===== config.mk =====
export PLATFORM = sky130hd
export DESIGN_NAME = text_console_cursor_layout_flat
export DESIGN_NICKNAME = d
export VERILOG_FILES = /design/src/rtl/tccl_pkg.sv /design/src/rtl/tccl_char_if.sv /design/src/rtl/tccl_cmd_if.sv /design/src/rtl/tccl_ctrl.sv /design/src/rtl/tccl_dp.sv /design/src/rtl/text_console_cursor_layout.sv /design/src/flat_wrapper.sv
export SDC_FILE = /design/constraint.sdc
export NUM_CORES = 2
export LEC_CHECK = 0
export BUFFER_PORTS_ARGS = -buffer_cell sky130_fd_sc_hd__buf_2
export CORE_MARGIN = 4
export CORE_UTILIZATION = 30
export DETAILED_ROUTE_END_ITERATION = 10
export PLACE_DENSITY_LB_ADDON = 0.3
export SKIP_CTS_REPAIR_TIMING = 1
export SLEW_MARGIN = 20
export SYNTH_ARGS = -nofsm -noshare
export SYNTH_HDL_FRONTEND = slang
export SYNTH_SLANG_ARGS = --single-unit

===== constraint.sdc =====
create_clock -name clk -period 18.4 [get_ports clk]
set_input_delay 0.92 -clock clk [delete_from_list [all_inputs] [get_ports clk]]
set_output_delay 0.92 -clock clk [all_outputs]
set_load 0.05 [all_outputs]

===== src/rtl/tccl_pkg.sv =====
`default_nettype none

package tccl_pkg;

	// Field and register widths.
	localparam int RUNE_W    = 21;
	localparam int BYTE_W    = 8;
	localparam int CFG_W     = 12;
	localparam int CFG_IDX_W = 3;
	localparam int CUR_W     = 16;
	localparam int SHIFT_W   = 11;
	localparam int OP_W      = 2;

	// Sizing of the backspace stack, tab stops and scrolling.
	localparam int HIST_DEPTH   = 256;
	localparam int HIST_AW      = $clog2(HIST_DEPTH);
	localparam int HIST_CW      = $clog2(HIST_DEPTH + 1);
	localparam int TAB_CELLS    = 4;
	localparam int TAB_W        = $clog2(TAB_CELLS + 1);
	localparam int SCROLL_LINES = 8;

	// Derived datapath widths.
	localparam int PAD_W   = $clog2(TAB_CELLS * 255 + 1);
	localparam int SCR_W   = $clog2(SCROLL_LINES * 255 + 1);
	localparam int ARITH_W = 18;
	localparam int OFF_W   = CUR_W - 1;
	localparam int DIV_CW  = $clog2(OFF_W + 1);

	// Control characters.
	localparam logic [RUNE_W-1:0] RUNE_NUL = 21'd0;
	localparam logic [RUNE_W-1:0] RUNE_BS  = 21'd8;
	localparam logic [RUNE_W-1:0] RUNE_TAB = 21'd9;
	localparam logic [RUNE_W-1:0] RUNE_NL  = 21'd10;
	localparam logic [RUNE_W-1:0] RUNE_CR  = 21'd13;

	typedef enum logic [CFG_IDX_W-1:0] {
		REG_WIN_MIN_X   = 'd0,
		REG_WIN_MIN_Y   = 'd1,
		REG_WIN_MAX_X   = 'd2,
		REG_WIN_MAX_Y   = 'd3,
		REG_LINE_HEIGHT = 'd4,
		REG_CELL_WIDTH  = 'd5
	} cfg_reg_t;

	typedef enum logic [OP_W-1:0] {
		OP_COPY  = 'd0,
		OP_FILL  = 'd1,
		OP_GLYPH = 'd2
	} draw_op_t;

	typedef enum logic [2:0] {
		CLS_IGNORE,
		CLS_NL,
		CLS_CR,
		CLS_TAB,
		CLS_BS,
		CLS_DRAW
	} rune_cls_t;

	typedef enum logic [2:0] {
		CX_HOLD,
		CX_ADD_GW,
		CX_ADD_PAD,
		CX_BACK
	} cx_sel_t;

	typedef enum logic [2:0] {
		EM_NONE,
		EM_COPY,
		EM_SCROLL_FILL,
		EM_TAB_FILL,
		EM_BS_FILL,
		EM_CHAR_FILL,
		EM_GLYPH
	} emit_t;

	typedef enum logic [3:0] {
		ST_IDLE,
		ST_DISPATCH,
		ST_LINE,
		ST_COPY,
		ST_SCROLL_FILL,
		ST_TAB_START,
		ST_TAB_DIV,
		ST_TAB_FILL,
		ST_BS_FILL,
		ST_CHAR_FILL,
		ST_CHAR_GLYPH
	} ctl_state_t;

	// Commands from the controller to the datapath.
	typedef struct packed {
		logic      take;
		logic      clr_line;
		logic      adv_line;
		logic      div_start;
		logic      pad_load;
		logic      push;
		logic      pop;
		cx_sel_t   cx_sel;
		emit_t     emit;
		logic      last;
	} ctl_cmd_t;

	// Status from the datapath to the controller.
	typedef struct packed {
		rune_cls_t cls;
		logic      wrap;
		logic      scroll;
		logic      hist_empty;
		logic      div_done;
		logic      slot_free;
	} dp_sts_t;

endpackage

`default_nettype wire


===== src/rtl/tccl_char_if.sv =====
`default_nettype none

interface tccl_char_if;
	logic                          valid;
	logic                          ready;
	logic [tccl_pkg::RUNE_W-1:0]   rune_code;
	logic [tccl_pkg::BYTE_W-1:0]   glyph_width;

	modport source (output valid, output rune_code, output glyph_width, input ready);
	modport sink (input valid, input rune_code, input glyph_width, output ready);
endinterface

`default_nettype wire


===== src/rtl/tccl_cmd_if.sv =====
`default_nettype none

interface tccl_cmd_if;
	logic                                valid;
	logic                                ready;
	logic [tccl_pkg::OP_W-1:0]           draw_op;
	logic signed [tccl_pkg::CUR_W-1:0]   rect_x0;
	logic signed [tccl_pkg::CUR_W-1:0]   rect_y0;
	logic signed [tccl_pkg::CUR_W-1:0]   rect_x1;
	logic signed [tccl_pkg::CUR_W-1:0]   rect_y1;
	logic [tccl_pkg::SHIFT_W-1:0]        shift_y;
	logic [tccl_pkg::RUNE_W-1:0]         glyph_code;
	logic                                last;

	modport source (
		output valid, output draw_op, output rect_x0, output rect_y0, output rect_x1,
		output rect_y1, output shift_y, output glyph_code, output last, input ready
	);
	modport sink (
		input valid, input draw_op, input rect_x0, input rect_y0, input rect_x1,
		input rect_y1, input shift_y, input glyph_code, input last, output ready
	);
endinterface

`default_nettype wire


===== src/rtl/tccl_ctrl.sv =====
`default_nettype none

module tccl_ctrl (
	input  wire logic               clk,
	input  wire logic               arst_n,
	input  wire logic               in_valid,
	output logic                    in_ready,
	input  tccl_pkg::dp_sts_t       sts,
	output tccl_pkg::ctl_cmd_t      cmd
);

	tccl_pkg::ctl_state_t state_q;
	tccl_pkg::ctl_state_t state_d;
	tccl_pkg::ctl_state_t after_line;

	always_ff @(posedge clk or negedge arst_n) begin
		if (!arst_n) begin
			state_q <= tccl_pkg::ST_IDLE;
		end else begin
			state_q <= state_d;
		end
	end

	assign in_ready = (state_q == tccl_pkg::ST_IDLE);

	// Where to go once a line break is done: a wrapped tab or glyph carries on.
	always_comb begin
		case (sts.cls)
			tccl_pkg::CLS_TAB:  after_line = tccl_pkg::ST_TAB_START;
			tccl_pkg::CLS_DRAW: after_line = tccl_pkg::ST_CHAR_FILL;
			default:            after_line = tccl_pkg::ST_IDLE;
		endcase
	end

	always_comb begin
		state_d       = state_q;
		cmd           = '0;
		cmd.cx_sel    = tccl_pkg::CX_HOLD;
		cmd.emit      = tccl_pkg::EM_NONE;
		case (state_q)
			tccl_pkg::ST_IDLE: begin
				if (in_valid) begin
					cmd.take = 1'b1;
					state_d  = tccl_pkg::ST_DISPATCH;
				end
			end
			tccl_pkg::ST_DISPATCH: begin
				case (sts.cls)
					tccl_pkg::CLS_NL: begin
						state_d = tccl_pkg::ST_LINE;
					end
					tccl_pkg::CLS_CR: begin
						cmd.clr_line = 1'b1;
						state_d      = tccl_pkg::ST_IDLE;
					end
					tccl_pkg::CLS_TAB: begin
						state_d = sts.wrap ? tccl_pkg::ST_LINE : tccl_pkg::ST_TAB_START;
					end
					tccl_pkg::CLS_BS: begin
						if (sts.hist_empty) begin
							state_d = tccl_pkg::ST_IDLE;
						end else begin
							cmd.pop = 1'b1;
							state_d = tccl_pkg::ST_BS_FILL;
						end
					end
					tccl_pkg::CLS_DRAW: begin
						state_d = sts.wrap ? tccl_pkg::ST_LINE : tccl_pkg::ST_CHAR_FILL;
					end
					default: begin
						state_d = tccl_pkg::ST_IDLE;
					end
				endcase
			end
			tccl_pkg::ST_LINE: begin
				if (sts.scroll) begin
					state_d = tccl_pkg::ST_COPY;
				end else begin
					cmd.adv_line = 1'b1;
					cmd.clr_line = 1'b1;
					state_d      = after_line;
				end
			end
			tccl_pkg::ST_COPY: begin
				if (sts.slot_free) begin
					cmd.emit = tccl_pkg::EM_COPY;
					state_d  = tccl_pkg::ST_SCROLL_FILL;
				end
			end
			tccl_pkg::ST_SCROLL_FILL: begin
				if (sts.slot_free) begin
					cmd.emit     = tccl_pkg::EM_SCROLL_FILL;
					cmd.last     = (sts.cls == tccl_pkg::CLS_NL);
					cmd.adv_line = 1'b1;
					cmd.clr_line = 1'b1;
					state_d      = after_line;
				end
			end
			tccl_pkg::ST_TAB_START: begin
				cmd.div_start = 1'b1;
				state_d       = tccl_pkg::ST_TAB_DIV;
			end
			tccl_pkg::ST_TAB_DIV: begin
				if (sts.div_done) begin
					cmd.pad_load = 1'b1;
					state_d      = tccl_pkg::ST_TAB_FILL;
				end
			end
			tccl_pkg::ST_TAB_FILL: begin
				if (sts.slot_free) begin
					cmd.emit   = tccl_pkg::EM_TAB_FILL;
					cmd.last   = 1'b1;
					cmd.push   = 1'b1;
					cmd.cx_sel = tccl_pkg::CX_ADD_PAD;
					state_d    = tccl_pkg::ST_IDLE;
				end
			end
			tccl_pkg::ST_BS_FILL: begin
				if (sts.slot_free) begin
					cmd.emit   = tccl_pkg::EM_BS_FILL;
					cmd.last   = 1'b1;
					cmd.cx_sel = tccl_pkg::CX_BACK;
					state_d    = tccl_pkg::ST_IDLE;
				end
			end
			tccl_pkg::ST_CHAR_FILL: begin
				if (sts.slot_free) begin
					cmd.emit = tccl_pkg::EM_CHAR_FILL;
					cmd.push = 1'b1;
					state_d  = tccl_pkg::ST_CHAR_GLYPH;
				end
			end
			tccl_pkg::ST_CHAR_GLYPH: begin
				if (sts.slot_free) begin
					cmd.emit   = tccl_pkg::EM_GLYPH;
					cmd.last   = 1'b1;
					cmd.cx_sel = tccl_pkg::CX_ADD_GW;
					state_d    = tccl_pkg::ST_IDLE;
				end
			end
			default: begin
				state_d = tccl_pkg::ST_IDLE;
			end
		endcase
	end

`ifndef SYNTHESIS
	// A command is only ever loaded into a free output register.
	a_emit_free: assert property (@(posedge clk) disable iff (!arst_n)
		(cmd.emit != tccl_pkg::EM_NONE) |-> sts.slot_free)
		else $error("command issued while output register occupied");
`endif

endmodule

`default_nettype wire


===== src/rtl/tccl_dp.sv =====
`default_nettype none

module tccl_dp (
	input  wire logic                           clk,
	input  wire logic                           arst_n,
	input  wire logic                           cfg_we,
	input  wire logic [tccl_pkg::CFG_IDX_W-1:0] cfg_index,
	input  wire logic [tccl_pkg::CFG_W-1:0]     cfg_data,
	input  wire logic [tccl_pkg::RUNE_W-1:0]    rune_code,
	input  wire logic [tccl_pkg::BYTE_W-1:0]    glyph_width,
	input  tccl_pkg::ctl_cmd_t                  cmd,
	output tccl_pkg::dp_sts_t                   sts,
	tccl_cmd_if.source                          cmd_out
);

	localparam int RUNE_W    = tccl_pkg::RUNE_W;
	localparam int BYTE_W    = tccl_pkg::BYTE_W;
	localparam int CFG_W     = tccl_pkg::CFG_W;
	localparam int CUR_W     = tccl_pkg::CUR_W;
	localparam int SHIFT_W   = tccl_pkg::SHIFT_W;
	localparam int ARITH_W   = tccl_pkg::ARITH_W;
	localparam int PAD_W     = tccl_pkg::PAD_W;
	localparam int SCR_W     = tccl_pkg::SCR_W;
	localparam int OFF_W     = tccl_pkg::OFF_W;
	localparam int DIV_CW    = tccl_pkg::DIV_CW;
	localparam int TAB_W     = tccl_pkg::TAB_W;
	localparam int HIST_AW   = tccl_pkg::HIST_AW;
	localparam int HIST_CW   = tccl_pkg::HIST_CW;
	localparam int TAB_CELLS = tccl_pkg::TAB_CELLS;

	// Configuration registers.
	logic [CFG_W-1:0]  win_min_x_q, win_min_y_q, win_max_x_q, win_max_y_q;
	logic [BYTE_W-1:0] line_height_q, cell_width_q;

	// Cursor, stack and current item.
	logic [CUR_W-1:0]   cur_x_q, cur_y_q;
	logic [HIST_CW-1:0] count_q;
	logic [HIST_CW-1:0] count_dec;
	logic [CUR_W-1:0]   hist_mem [tccl_pkg::HIST_DEPTH];
	logic [CUR_W-1:0]   back_q;
	logic [RUNE_W-1:0]  rune_q;
	logic [BYTE_W-1:0]  gw_q;

	// Tab divider.
	logic [OFF_W-1:0]  off_q;
	logic [BYTE_W-1:0] rem_q;
	logic [TAB_W-1:0]  cells_q;
	logic [DIV_CW-1:0] div_cnt_q;
	logic [PAD_W-1:0]  pad_q;
	logic [BYTE_W:0]   trial, trial_sub;
	logic              q_bit;
	logic [TAB_W:0]    cells_dbl, cells_sub;
	logic [TAB_W-1:0]  tab_left;
	logic [PAD_W-1:0]  pad_prod, tab_span;
	logic [SCR_W-1:0]  scroll_px;
	logic [OFF_W-1:0]  off_start;

	// Extended signed views for the geometry arithmetic.
	logic signed [ARITH_W-1:0] minx_e, miny_e, maxx_e, maxy_e;
	logic signed [ARITH_W-1:0] cx_e, cy_e, h_e, gw_e, pad_e, o_e, span_e;
	logic signed [ARITH_W-1:0] y_h, y_scr, x_gw, x_pad, maxy_o, off_e;

	// Output register.
	logic                      out_valid_q;
	tccl_pkg::draw_op_t        op_q, op_d;
	logic [CUR_W-1:0]          x0_q, y0_q, x1_q, y1_q, x0_d, y0_d, x1_d, y1_d;
	logic [SHIFT_W-1:0]        shift_q, shift_d;
	logic [RUNE_W-1:0]         glyph_q, glyph_d;
	logic                      last_q;

	always_ff @(posedge clk or negedge arst_n) begin
		if (!arst_n) begin
			win_min_x_q   <= '0;
			win_min_y_q   <= '0;
			win_max_x_q   <= '1;
			win_max_y_q   <= '1;
			line_height_q <= BYTE_W'(16);
			cell_width_q  <= BYTE_W'(8);
		end else if (cfg_we) begin
			case (cfg_index)
				tccl_pkg::REG_WIN_MIN_X:   win_min_x_q   <= cfg_data;
				tccl_pkg::REG_WIN_MIN_Y:   win_min_y_q   <= cfg_data;
				tccl_pkg::REG_WIN_MAX_X:   win_max_x_q   <= cfg_data;
				tccl_pkg::REG_WIN_MAX_Y:   win_max_y_q   <= cfg_data;
				tccl_pkg::REG_LINE_HEIGHT: line_height_q <= cfg_data[BYTE_W-1:0];
				tccl_pkg::REG_CELL_WIDTH:  cell_width_q  <= cfg_data[BYTE_W-1:0];
				default: ;
			endcase
		end
	end

	assign minx_e = {{(ARITH_W-CFG_W){1'b0}}, win_min_x_q};
	assign miny_e = {{(ARITH_W-CFG_W){1'b0}}, win_min_y_q};
	assign maxx_e = {{(ARITH_W-CFG_W){1'b0}}, win_max_x_q};
	assign maxy_e = {{(ARITH_W-CFG_W){1'b0}}, win_max_y_q};
	assign cx_e   = {{(ARITH_W-CUR_W){cur_x_q[CUR_W-1]}}, cur_x_q};
	assign cy_e   = {{(ARITH_W-CUR_W){cur_y_q[CUR_W-1]}}, cur_y_q};
	assign h_e    = {{(ARITH_W-BYTE_W){1'b0}}, line_height_q};
	assign gw_e   = {{(ARITH_W-BYTE_W){1'b0}}, gw_q};
	assign pad_e  = {{(ARITH_W-PAD_W){1'b0}}, pad_q};
	assign o_e    = {{(ARITH_W-SCR_W){1'b0}}, scroll_px};
	assign span_e = {{(ARITH_W-PAD_W){1'b0}}, tab_span};

	assign scroll_px = SCR_W'(tccl_pkg::SCROLL_LINES) * SCR_W'(line_height_q);
	assign tab_span  = PAD_W'(TAB_CELLS) * PAD_W'(cell_width_q);

	assign y_h    = cy_e + h_e;
	assign y_scr  = cy_e - o_e + h_e;
	assign x_gw   = cx_e + gw_e;
	assign x_pad  = cx_e + pad_e;
	assign maxy_o = maxy_e - o_e;
	assign off_e  = cx_e - minx_e;

	// A cursor left of the margin counts as no offset at all.
	assign off_start = off_e[ARITH_W-1] ? '0 : off_e[OFF_W-1:0];

	always_comb begin
		case (rune_q)
			tccl_pkg::RUNE_NUL: sts.cls = tccl_pkg::CLS_IGNORE;
			tccl_pkg::RUNE_NL:  sts.cls = tccl_pkg::CLS_NL;
			tccl_pkg::RUNE_CR:  sts.cls = tccl_pkg::CLS_CR;
			tccl_pkg::RUNE_TAB: sts.cls = tccl_pkg::CLS_TAB;
			tccl_pkg::RUNE_BS:  sts.cls = tccl_pkg::CLS_BS;
			default:            sts.cls = tccl_pkg::CLS_DRAW;
		endcase
		case (sts.cls)
			tccl_pkg::CLS_TAB:  sts.wrap = (cx_e >= maxx_e - span_e);
			tccl_pkg::CLS_DRAW: sts.wrap = (cx_e >= maxx_e - gw_e);
			default:            sts.wrap = 1'b0;
		endcase
		sts.scroll     = (y_h >= maxy_e);
		sts.hist_empty = (count_q == '0);
		sts.div_done   = (div_cnt_q == '0);
		sts.slot_free  = !out_valid_q || cmd_out.ready;
	end

	always_ff @(posedge clk) begin
		if (cmd.take) begin
			rune_q <= rune_code;
			gw_q   <= glyph_width;
		end
	end

	always_ff @(posedge clk or negedge arst_n) begin
		if (!arst_n) begin
			cur_x_q <= '0;
			cur_y_q <= '0;
		end else if (cfg_we && cfg_index == tccl_pkg::REG_WIN_MIN_X) begin
			cur_x_q <= CUR_W'(cfg_data);
		end else if (cfg_we && cfg_index == tccl_pkg::REG_WIN_MIN_Y) begin
			cur_y_q <= CUR_W'(cfg_data);
		end else begin
			if (cmd.adv_line) begin
				cur_y_q <= sts.scroll ? y_scr[CUR_W-1:0] : y_h[CUR_W-1:0];
			end
			if (cmd.clr_line) begin
				cur_x_q <= CUR_W'(win_min_x_q);
			end else begin
				case (cmd.cx_sel)
					tccl_pkg::CX_ADD_GW:  cur_x_q <= x_gw[CUR_W-1:0];
					tccl_pkg::CX_ADD_PAD: cur_x_q <= x_pad[CUR_W-1:0];
					tccl_pkg::CX_BACK:    cur_x_q <= back_q;
					default: ;
				endcase
			end
		end
	end

	// Backspace stack: the count is control state, the entries are plain storage.
	assign count_dec = count_q - HIST_CW'(1);

	always_ff @(posedge clk or negedge arst_n) begin
		if (!arst_n) begin
			count_q <= '0;
		end else if (cmd.take && count_q >= HIST_CW'(tccl_pkg::HIST_DEPTH)) begin
			count_q <= '0;
		end else if (cmd.clr_line) begin
			count_q <= '0;
		end else if (cmd.push) begin
			count_q <= count_q + HIST_CW'(1);
		end else if (cmd.pop) begin
			count_q <= count_dec;
		end
	end

	always_ff @(posedge clk) begin
		if (cmd.push) begin
			hist_mem[count_q[HIST_AW-1:0]] <= cur_x_q;
		end
		if (cmd.pop) begin
			back_q <= hist_mem[count_dec[HIST_AW-1:0]];
		end
	end

	// Restoring divider, one quotient bit a cycle; only the quotient modulo the
	// tab stop spacing is kept, folded in as the bits arrive.
	assign trial     = {rem_q, off_q[OFF_W-1]};
	assign trial_sub = trial - {1'b0, cell_width_q};
	assign q_bit     = (trial >= {1'b0, cell_width_q});
	assign cells_dbl = {cells_q, q_bit};
	assign cells_sub = cells_dbl - (TAB_W+1)'(TAB_CELLS);
	assign tab_left  = TAB_W'(TAB_CELLS) - cells_q;
	assign pad_prod  = PAD_W'(tab_left) * PAD_W'(cell_width_q);

	always_ff @(posedge clk or negedge arst_n) begin
		if (!arst_n) begin
			div_cnt_q <= '0;
		end else if (cmd.div_start) begin
			div_cnt_q <= DIV_CW'(OFF_W);
		end else if (div_cnt_q != '0) begin
			div_cnt_q <= div_cnt_q - DIV_CW'(1);
		end
	end

	always_ff @(posedge clk) begin
		if (cmd.div_start) begin
			off_q   <= off_start;
			rem_q   <= '0;
			cells_q <= '0;
		end else if (div_cnt_q != '0) begin
			off_q   <= {off_q[OFF_W-2:0], 1'b0};
			rem_q   <= q_bit ? trial_sub[BYTE_W-1:0] : trial[BYTE_W-1:0];
			cells_q <= (cells_dbl >= (TAB_W+1)'(TAB_CELLS)) ? cells_sub[TAB_W-1:0]
			                                                : cells_dbl[TAB_W-1:0];
		end
		if (cmd.pad_load) begin
			pad_q <= pad_prod;
		end
	end

	// Command payload for each kind of beat.
	always_comb begin
		op_d    = tccl_pkg::OP_FILL;
		x0_d    = cur_x_q;
		y0_d    = cur_y_q;
		x1_d    = x_gw[CUR_W-1:0];
		y1_d    = y_h[CUR_W-1:0];
		shift_d = '0;
		glyph_d = '0;
		case (cmd.emit)
			tccl_pkg::EM_COPY: begin
				op_d    = tccl_pkg::OP_COPY;
				x0_d    = CUR_W'(win_min_x_q);
				y0_d    = CUR_W'(win_min_y_q);
				x1_d    = CUR_W'(win_max_x_q);
				y1_d    = maxy_o[CUR_W-1:0];
				shift_d = SHIFT_W'(scroll_px);
			end
			tccl_pkg::EM_SCROLL_FILL: begin
				x0_d = CUR_W'(win_min_x_q);
				y0_d = maxy_o[CUR_W-1:0];
				x1_d = CUR_W'(win_max_x_q);
				y1_d = CUR_W'(win_max_y_q);
			end
			tccl_pkg::EM_TAB_FILL: begin
				x1_d = x_pad[CUR_W-1:0];
			end
			tccl_pkg::EM_BS_FILL: begin
				x0_d = back_q;
				x1_d = cur_x_q;
			end
			tccl_pkg::EM_CHAR_FILL: ;
			tccl_pkg::EM_GLYPH: begin
				op_d    = tccl_pkg::OP_GLYPH;
				glyph_d = rune_q;
			end
			default: ;
		endcase
	end

	always_ff @(posedge clk or negedge arst_n) begin
		if (!arst_n) begin
			out_valid_q <= 1'b0;
		end else if (cmd.emit != tccl_pkg::EM_NONE) begin
			out_valid_q <= 1'b1;
		end else if (cmd_out.ready) begin
			out_valid_q <= 1'b0;
		end
	end

	always_ff @(posedge clk) begin
		if (cmd.emit != tccl_pkg::EM_NONE) begin
			op_q    <= op_d;
			x0_q    <= x0_d;
			y0_q    <= y0_d;
			x1_q    <= x1_d;
			y1_q    <= y1_d;
			shift_q <= shift_d;
			glyph_q <= glyph_d;
			last_q  <= cmd.last;
		end
	end

	assign cmd_out.valid      = out_valid_q;
	assign cmd_out.draw_op    = op_q;
	assign cmd_out.rect_x0    = x0_q;
	assign cmd_out.rect_y0    = y0_q;
	assign cmd_out.rect_x1    = x1_q;
	assign cmd_out.rect_y1    = y1_q;
	assign cmd_out.shift_y    = shift_q;
	assign cmd_out.glyph_code = glyph_q;
	assign cmd_out.last       = last_q;

`ifndef SYNTHESIS
	// Backspace never pops an empty stack.
	a_pop_nonempty: assert property (@(posedge clk) disable iff (!arst_n)
		cmd.pop |-> (count_q != '0))
		else $error("stack popped while empty");

	// A push always finds room, since a full stack is emptied when the item is taken.
	a_push_room: assert property (@(posedge clk) disable iff (!arst_n)
		cmd.push |-> (count_q < HIST_CW'(tccl_pkg::HIST_DEPTH)))
		else $error("stack pushed while full");

	// Starting the divider keeps it busy on the following cycle.
	a_div_busy: assert property (@(posedge clk) disable iff (!arst_n)
		cmd.div_start |=> !sts.div_done)
		else $error("divider reported done straight after start");
`endif

endmodule

`default_nettype wire


===== src/rtl/text_console_cursor_layout.sv =====
// Cursor layout engine for a pixel text console.
//
// char_in takes one beat per decoded character (rune_code, glyph_width).
// cmd_out gives zero to four drawing commands per character: copy-up and
// fill for a scroll, fills for blanking, and glyph draws. The final
// beat caused by a character carries last. Code 0, return, a newline
// that does not scroll and backspace with an empty stack give no beat at all.
// The configuration port writes the window edges, line height and cell
// width; writing either origin register also moves the cursor there.
// Writes are to be made only while the block is idle.
//
// One character is worked on at a time. A printable character gives a fill
// beat and a glyph beat; a tab first runs the bit-serial divider that finds
// the tab column (fifteen steps), then gives one fill beat. A wrap or a
// scroll first passes through the line break states.
// Commands leave through a single output register, so a stalled receiver
// holds the controller in its current emit state; the next character is
// accepted as soon as the last beat is loaded. Reset homes the cursor to
// the reset origin, empties the backspace stack and clears the output.
`default_nettype none

module text_console_cursor_layout (
	input  wire logic                           clk,
	input  wire logic                           arst_n,
	input  wire logic                           cfg_we,
	input  wire logic [tccl_pkg::CFG_IDX_W-1:0] cfg_index,
	input  wire logic [tccl_pkg::CFG_W-1:0]     cfg_data,
	tccl_char_if.sink                           char_in,
	tccl_cmd_if.source                          cmd_out
);

	// Command and status buses between the sequencer and the datapath.
	tccl_pkg::ctl_cmd_t cmd;
	tccl_pkg::dp_sts_t  sts;

	// The sequencer decides which commands to issue and when; it only moves on
	// from an emit state once the output register can take the beat.
	tccl_ctrl u_ctrl (
		.clk      (clk),
		.arst_n   (arst_n),
		.in_valid (char_in.valid),
		.in_ready (char_in.ready),
		.sts      (sts),
		.cmd      (cmd)
	);

	// The datapath holds the window registers, the cursor, the backspace
	// stack memory, the tab divider and the output register.
	tccl_dp u_dp (
		.clk         (clk),
		.arst_n      (arst_n),
		.cfg_we      (cfg_we),
		.cfg_index   (cfg_index),
		.cfg_data    (cfg_data),
		.rune_code   (char_in.rune_code),
		.glyph_width (char_in.glyph_width),
		.cmd         (cmd),
		.sts         (sts),
		.cmd_out     (cmd_out)
	);

endmodule

`default_nettype wire


===== src/flat_wrapper.sv =====
// flat-port wrapper written by rule: the top's interface ports become plain ports
module text_console_cursor_layout_flat 
  (clk, arst_n, cfg_we, cfg_index, cfg_data, char_in_valid, char_in_rune_code, char_in_glyph_width, char_in_ready, cmd_out_valid, cmd_out_draw_op, cmd_out_rect_x0, cmd_out_rect_y0, cmd_out_rect_x1, cmd_out_rect_y1, cmd_out_shift_y, cmd_out_glyph_code, cmd_out_last, cmd_out_ready);
  tccl_char_if char_in_i ();
  tccl_cmd_if cmd_out_i ();
  input  wire logic clk;
  input  wire logic arst_n;
  input  wire logic cfg_we;
  input  wire logic [tccl_pkg::CFG_IDX_W-1:0] cfg_index;
  input  wire logic [tccl_pkg::CFG_W-1:0] cfg_data;
  input wire logic [$bits(char_in_i.valid)-1:0] char_in_valid;
  input wire logic [$bits(char_in_i.rune_code)-1:0] char_in_rune_code;
  input wire logic [$bits(char_in_i.glyph_width)-1:0] char_in_glyph_width;
  output wire logic [$bits(char_in_i.ready)-1:0] char_in_ready;
  output wire logic [$bits(cmd_out_i.valid)-1:0] cmd_out_valid;
  output wire logic [$bits(cmd_out_i.draw_op)-1:0] cmd_out_draw_op;
  output wire logic [$bits(cmd_out_i.rect_x0)-1:0] cmd_out_rect_x0;
  output wire logic [$bits(cmd_out_i.rect_y0)-1:0] cmd_out_rect_y0;
  output wire logic [$bits(cmd_out_i.rect_x1)-1:0] cmd_out_rect_x1;
  output wire logic [$bits(cmd_out_i.rect_y1)-1:0] cmd_out_rect_y1;
  output wire logic [$bits(cmd_out_i.shift_y)-1:0] cmd_out_shift_y;
  output wire logic [$bits(cmd_out_i.glyph_code)-1:0] cmd_out_glyph_code;
  output wire logic [$bits(cmd_out_i.last)-1:0] cmd_out_last;
  input wire logic [$bits(cmd_out_i.ready)-1:0] cmd_out_ready;
  assign char_in_i.valid = char_in_valid;
  assign char_in_i.rune_code = char_in_rune_code;
  assign char_in_i.glyph_width = char_in_glyph_width;
  assign char_in_ready = char_in_i.ready;
  assign cmd_out_valid = cmd_out_i.valid;
  assign cmd_out_draw_op = cmd_out_i.draw_op;
  assign cmd_out_rect_x0 = cmd_out_i.rect_x0;
  assign cmd_out_rect_y0 = cmd_out_i.rect_y0;
  assign cmd_out_rect_x1 = cmd_out_i.rect_x1;
  assign cmd_out_rect_y1 = cmd_out_i.rect_y1;
  assign cmd_out_shift_y = cmd_out_i.shift_y;
  assign cmd_out_glyph_code = cmd_out_i.glyph_code;
  assign cmd_out_last = cmd_out_i.last;
  assign cmd_out_i.ready = cmd_out_ready;
  text_console_cursor_layout u_core (.clk(clk), .arst_n(arst_n), .cfg_we(cfg_we), .cfg_index(cfg_index), .cfg_data(cfg_data), .char_in(char_in_i), .cmd_out(cmd_out_i));
endmodule

Word level (Yosys, flattened, before mapping)

Memory sizes are Yosys's and may differ from the RTL's. A register that Yosys moved wholly into a read port is not among the register bits.
Cells that the tools add are included.

Reductions and logical operators: 29
$lt $le $gt $ge: 6
Mux-type cells: 66
Equal/unequal tests: 39
Add/sub/neg operators: 15
Bitwise operators: 1
Multiply operators: 1

Operators by type and width:

| kind                                                  | number |
|---|---|
| two-way mux 16 bit                                    | 6 |
| case mux 16 bit (2 select lines)                      | 3 |
| case mux 16 bit (3 select lines)                      | 2 |
| equality test 21 x 4 -> 1 bit (second input constant) | 4 |
| two-way mux 15 bit                                    | 3 |
| two-way mux 4 bit                                     | 11 |
| two-way mux 9 bit                                     | 4 |
| case mux 4 bit (9 select lines)                       | 1 |
| adder 16 x 9 -> 16 bit                                | 2 |
| >= comparator 16 x 13 -> 1 bit                        | 2 |
| equality test 3 x 2 -> 1 bit (second input constant)  | 8 |
| logical NOT 21 bit                                    | 1 |
| equality test 3 bit (second input constant)           | 6 |
| case mux 3 bit (6 select lines)                       | 1 |
| adder 16 x 9 -> 17 bit                                | 1 |
| >= comparator 17 x 13 -> 1 bit                        | 1 |
| subtractor 16 x 13 -> 17 bit                          | 1 |
| adder 16 x 11 -> 16 bit                               | 1 |
| equality test 4 x 3 -> 1 bit (second input constant)  | 4 |
| two-way mux 1 bit                                     | 16 |
| case mux 4 bit (4 select lines)                       | 1 |
| AND reduction 2 bit                                   | 8 |
| subtractor 16 x 12 -> 16 bit                          | 1 |
| case mux 3 bit (5 select lines)                       | 1 |
| 44 further kinds                                      | 68 |

Output and inout port bits: 101
Memories kept: 1
Bits in writable memories: 4096
Input bits: 49
Flip-flop bits (word level): 278
Word-level logic and storage cells: 185

Memory list:

| name                 | depth | width | rd ports | clocked after memory_dff | wr ports | RTL line      | RTL |
|---|---|---|---|---|---|---|---|
| u_core.u_dp.hist_mem | 256   | 16    | 1        | 1                        | 1        | tccl_dp.sv:39 | `logic [CUR_W-1:0] hist_mem [tccl_pkg::HIST_DEPTH];` |

Longest topological paths before layout

Word-level depth: 9
Depth in mapped cells: 22
Mapped depth without buffers: 22

Hierarchy

From an unflattened synthesis, not the netlist that was laid out.

Cells, all modules: 9653
Area, all modules: 177844.3 um^2

By module, submodules not included:

| module    | sequential area each (um^2) | area an instance (um^2) | times used | cells an instance |
|---|---|---|---|---|
| tccl_dp   | 130988.1                    | 177098.6                | 1          | 9549 |
| tccl_ctrl | 100.1                       | 745.7                   | 1          | 104 |

Least setup slack after synthesis

No wires, ideal clock.

Path kind: reg-to-reg
From: register u_core.u_dp.cur_x_q[2]
To: register u_core.u_dp.off_q[10] (data pin)
Setup slack: 12.306 ns
Period minus slack after synthesis: 6.094 ns
Data required time: 18.144 ns
Cell stages (with the launch flop): 12
Setup time: 0.256 ns
Arrival: 5.838 ns
Path buffers: 1
Path through: dfrtp_1 ha_1 a21o_1 a21o_1 a21oi_1 o21ai_0 a41o_1 o31ai_1 nand3b_1 o21a_1 clkbuf_1 a22o_1

Cells in the longest elaborated chain, start to end: 3

Ends and longest elaborated chain:

| item                         | RTL line       | RTL |
|---|---|---|
| from (decl)                  | tccl_dp.sv:36  | `logic [CUR_W-1:0] cur_x_q, cur_y_q;` |
| from (signal assigned)       | tccl_dp.sv:149 | `cur_x_q <= CUR_W'(cfg_data);` |
| from (signal assigned)       | tccl_dp.sv:157 | `cur_x_q <= CUR_W'(win_min_x_q);` |
| from (signal assigned)       | tccl_dp.sv:160 | `tccl_pkg::CX_ADD_GW: cur_x_q <= x_gw[CUR_W-1:0];` |
| subtractor 16 x 13 -> 17 bit | tccl_dp.sv:112 | `assign off_e = cx_e - minx_e;` |
| two-way mux 15 bit           | tccl_dp.sv:115 | `assign off_start = off_e[ARITH_W-1] ? '0 : off_e[OFF_W-1:0];` |
| two-way mux 15 bit           | tccl_dp.sv:216 | `if (cmd.div_start) begin` |
| to (signal assigned)         | tccl_dp.sv:217 | `off_q <= off_start;` |
| to (signal assigned)         | tccl_dp.sv:221 | `off_q <= {off_q[OFF_W-2:0], 1'b0};` |
| to (decl)                    | tccl_dp.sv:45  | `logic [OFF_W-1:0] off_q;` |

Every way passes these cells.
A chain may end at the register's enable or synchronous reset.

Worst setup path after layout

From: register u_core.u_dp.count_q[0]
To: register u_core.u_dp.back_q[10], read port of u_core.u_dp.hist_mem (data pin)

Cells in the longest elaborated chain, start to end: 4
Elaborated cells between the ends (all ways): 5
Those cells by class: 1 x add/sub; 3 x mux; 1 x reduce/logical

Ends and longest elaborated chain:

| item                                                                              | RTL line       | RTL |
|---|---|---|
| from (decl)                                                                       | tccl_dp.sv:37  | `logic [HIST_CW-1:0] count_q;` |
| from (signal assigned)                                                            | tccl_dp.sv:180 | `count_q <= count_q + HIST_CW'(1);` |
| from (signal assigned)                                                            | tccl_dp.sv:182 | `count_q <= count_dec;` |
| parallel branches: the longest is 4 deep, another holds subtractor 9 x 1 -> 9 bit | -              |  |
| to (decl)                                                                         | tccl_dp.sv:40  | `logic [CUR_W-1:0] back_q;` |

Several ways; the timed one is not identified.

==> qor.txt <==
FF-to-FF Start: u_core.u_dp.count_q[0]
DPL Wire Length: 296000 um
Drt initial violations: 10.9k
Die Height: 771 um
Post-Syn Area per Cell: 21.8 um2
Htree depth: 5
Final Max Slew Viols: 0
Reg-to-Reg End: u_core.u_dp.back_q[10]
Max_slew headroom: 0.0693
Share of cells above drive strength 1: 0.302
Vias in the first global route: 87.5k
I/O Pins: 150
Critical Path Fanout Max: 138
Slew @ Worst Pin: 1.40 ns
Final period util: 0.416
Total number of vias: 87.0k
Gr usage total: 0.162
Drt pass-1 iters: 8
Max stage delay on crit path: 0.98 ns
Filler Cells Inserted: 53.4k
Clk buf depth: 4
Worst setup path startpoint: u_core.u_dp.count_q[0]
Setup TNS Final: 0 ns
Reg clk slew, reported paths: 0.06 ns
Setup slack after layout: 10.75 ns
Status: finished clean
CTS tree: done
Clock root cell: clkbuf_16
Hold WC Path Type: in2async
Max Clk Rate: 131 MHz
Placed insts: 15.9k
Drt drc: 0
Register area: 131000 um2
Vias per inst: 5.21
Synth async-reset ratio: 0.0260
Worst-path cell chain: inv_1 > ha_4 > buf_4 > buf_4 > buf_12 > mux4_2 > mux4_2 > mux4_2 > mux4_2
Clock Skews: 0.103 ns
Initial core utilization: 0.301
RSZ-0062 raised after global routing: false
Syn Inst Count: 8003
Setup slack, reg-to-reg: 10.75 ns
Worst Path Arrival: 8.40 ns
Drt total wl: 495000 um
Reg2Reg Depth: 9
Synth warnings: 0
Multi-input logic area: 42000 um2
Grt total ovfl: 0
Clock Latency Late Sink: 1.03 ns
Max-cap viol count: 0
Crit path depth: 9
Cts bufs inserted: 439
Nets: 8765
# rows: 280
Largest delay share family, worst path: buffers and inverters
Core Region: 581000 um2
Port bufs: 146
Final Critical Period: 7.65 ns
Final setup viols: 0
Antenna viol nets, final: 0
Synth Flop Type: edfxtp_1
Antenna violations before repair: 33
Die W: 771 um
First-pass GRT wire length: 692000 um
CP required: 19.15 ns
Setup crit end kind: flop
Sequential area share after synthesis: 0.750
Post-Syn Area: 175000 um2
DR WL/cell: 29.6 um
CTS Sinks: 4387
Critical path buffer and inverter count: 4
Synth-to-layout area growth: 15.3%
Hold Vio Cnt, Final: 0
Power density over the cells: 169 nW/um2
CP startpoint kind: flop
CP max-delay cell: dfrtp_4
Crit path kind: reg2reg
Netlist cell types: 77
Worst Setup EP: u_core.u_dp.back_q[10]
Routability Congestion: 0.830
Largest net degree at the start of global routing: 173
Top cell by count, worst path: mux4_2
Worst slack at placement: 10.64 ns
Post-synth EDFFs: 4262
Leakage: 0.0623 uW
Die area: 595000 um2
Fin cells: 16.7k
VDD IR max: 0.234 mV
Synth Register Bits: 4387
[layout make-up]
cell class	instances	share of cell area
clock buffers	529	0.0563
diodes	16	0.000199
multi-input cells	3049	0.208
clock inverters	284	0.0145
inverters	144	0.00268
repair buffers	520	0.0188
flip-flops and latches	4387	0.651
well taps	7755	0.0482
[logic make-up after synthesis]
| logic type | after synthesis | share of synthesized area |
|---|---|---|
| flops | 4387 | 0.750 |
| mux | 1399 | 0.178 |
| simple gates | 876 | 0.0219 |
| buf+inv | 569 | 0.0130 |
| compound gates | 496 | 0.0191 |
| fa+ha+maj | 175 | 0.0134 |
| xor+xnor | 100 | 0.00501 |
| other cells | 1 | 0.0000215 |
[worst min path at each step]
stage / start / to / slack [ns] / depth (start not counted)
floorplan: u_core.u_dp.cells_q[1] / u_core.u_dp.cells_q[1] / 0.43 / 2
global placement: u_core.u_dp.cells_q[1] / u_core.u_dp.cells_q[1] / 0.44 / 2
detailed placement: u_core.u_dp.cells_q[1] / u_core.u_dp.cells_q[1] / 0.46 / 2
CTS: char_in_glyph_width[1] / u_core.u_dp.gw_q[1] / -0.02 / 1
global route: char_in_glyph_width[1] / u_core.u_dp.gw_q[1] / 0.03 / 1
finish: arst_n / u_core.u_dp.cur_y_q[12] / 0.04 / 1
[flip-flops by register name, summed over array words and instances (netlist names), 9 cells and up]
name / flops
u_core.u_dp.win_min_y_q: 12
u_core.u_dp.cmd_out.glyph_code: 21
u_core.u_dp.win_min_x_q: 12
u_core.u_dp.rune_q: 21
u_core.u_dp.count_q: 9
u_core.u_dp.cmd_out.rect_y1: 16
u_core.u_dp.off_q: 15
u_core.u_dp.cur_y_q: 16
u_core.u_dp.cmd_out.rect_x1: 16
u_core.u_dp.win_max_x_q: 12
u_core.u_dp.cmd_out.rect_x0: 16
u_core.u_dp.cmd_out.rect_y0: 16
u_core.u_dp.cur_x_q: 16
u_core.u_dp.win_max_y_q: 12
u_core.u_dp.back_q: 16
u_core.u_dp.hist_mem: 4096
u_core.u_dp.pad_q: 10
[stage by stage]
| step | hold WS [ns] | cell area (um2) | total power [uW] | utilization |
|---|---|---|---|---|
| detailed placement | 0.462 | 187000 | 25500 | 0.322 |
| CTS | -0.0155 | 201000 | 34300 | 0.346 |
| global route | 0.0331 | 201000 | 35300 | 0.347 |
| finish | 0.0360 | 201000 | 34100 | 0.347 |
| global placement | 0.439 | 187000 | 25300 | 0.322 |
| floorplan | 0.432 | 175000 | 20600 | - |
[cell usage in the layout, fill, tap and decap left out, types with 20 or more instances in the layout]
master | netlist | final
edfxtp_1 | 4262 | 4262
mux4_2 | 1360 | 1360
clkbuf_16 | 0 | 439
buf_4 | 4 | 353
nor2_1 | 392 | 301
nand2_1 | 246 | 244
ha_1 | 155 | 154
buf_2 | 79 | 145
inv_1 | 144 | 144
clkinv_1 | 0 | 119
o21ai_0 | 113 | 112
a21oi_1 | 112 | 111
clkbuf_1 | 288 | 88
dfrtp_1 | 88 | 71
clkinv_2 | 0 | 69
nor2_2 | 0 | 65
xnor2_1 | 65 | 63
bufinv_16 | 0 | 42
nand3_1 | 45 | 35
and3_1 | 33 | 32
xor2_1 | 35 | 32
mux2_2 | 29 | 29
o211ai_1 | 28 | 28
nor3_1 | 28 | 27
a21o_1 | 27 | 27
nor2_4 | 0 | 26
dfstp_2 | 26 | 26
nor2b_1 | 26 | 24
and2_1 | 23 | 23
a211oi_1 | 21 | 21
nand4_1 | 20 | 20
fa_1 | 20 | 20
[where the power goes]
part           total, uW  internal [uW]  switching [uW]
Combinational      12200           4600            7630
Clock               8890           5000            3890
Sequential         13000          12500             499
Total              34100          22100           12000
[cells in the mapped netlist (35+ instances only)]
library cell  number  area (um2)
a21oi_1          112         561
buf_1             51         191
buf_2             79         395
clkbuf_1         288        1080
dfrtp_1           88        2200
edfxtp_1        4262      128000
ha_1             155        1940
inv_1            144         541
mux4_2          1360       30600
nand2_1          246         923
nand3_1           45         225
nor2_1           392        1470
o21ai_0          113         566
xnor2_1           65         569
xor2_1            35         307
[layer usage]
metal | GRT usage | vias up | wire length, um
li1 | - | 34700 | -
met1 | 0.232 | 47700 | 211000
met2 | 0.259 | 3781 | 234000
met3 | 0.0244 | 740 | 35600
met4 | 0.0450 | 6 | 13900
met5 | 0 | - | 40
Power figures use the tool's default switching activity.
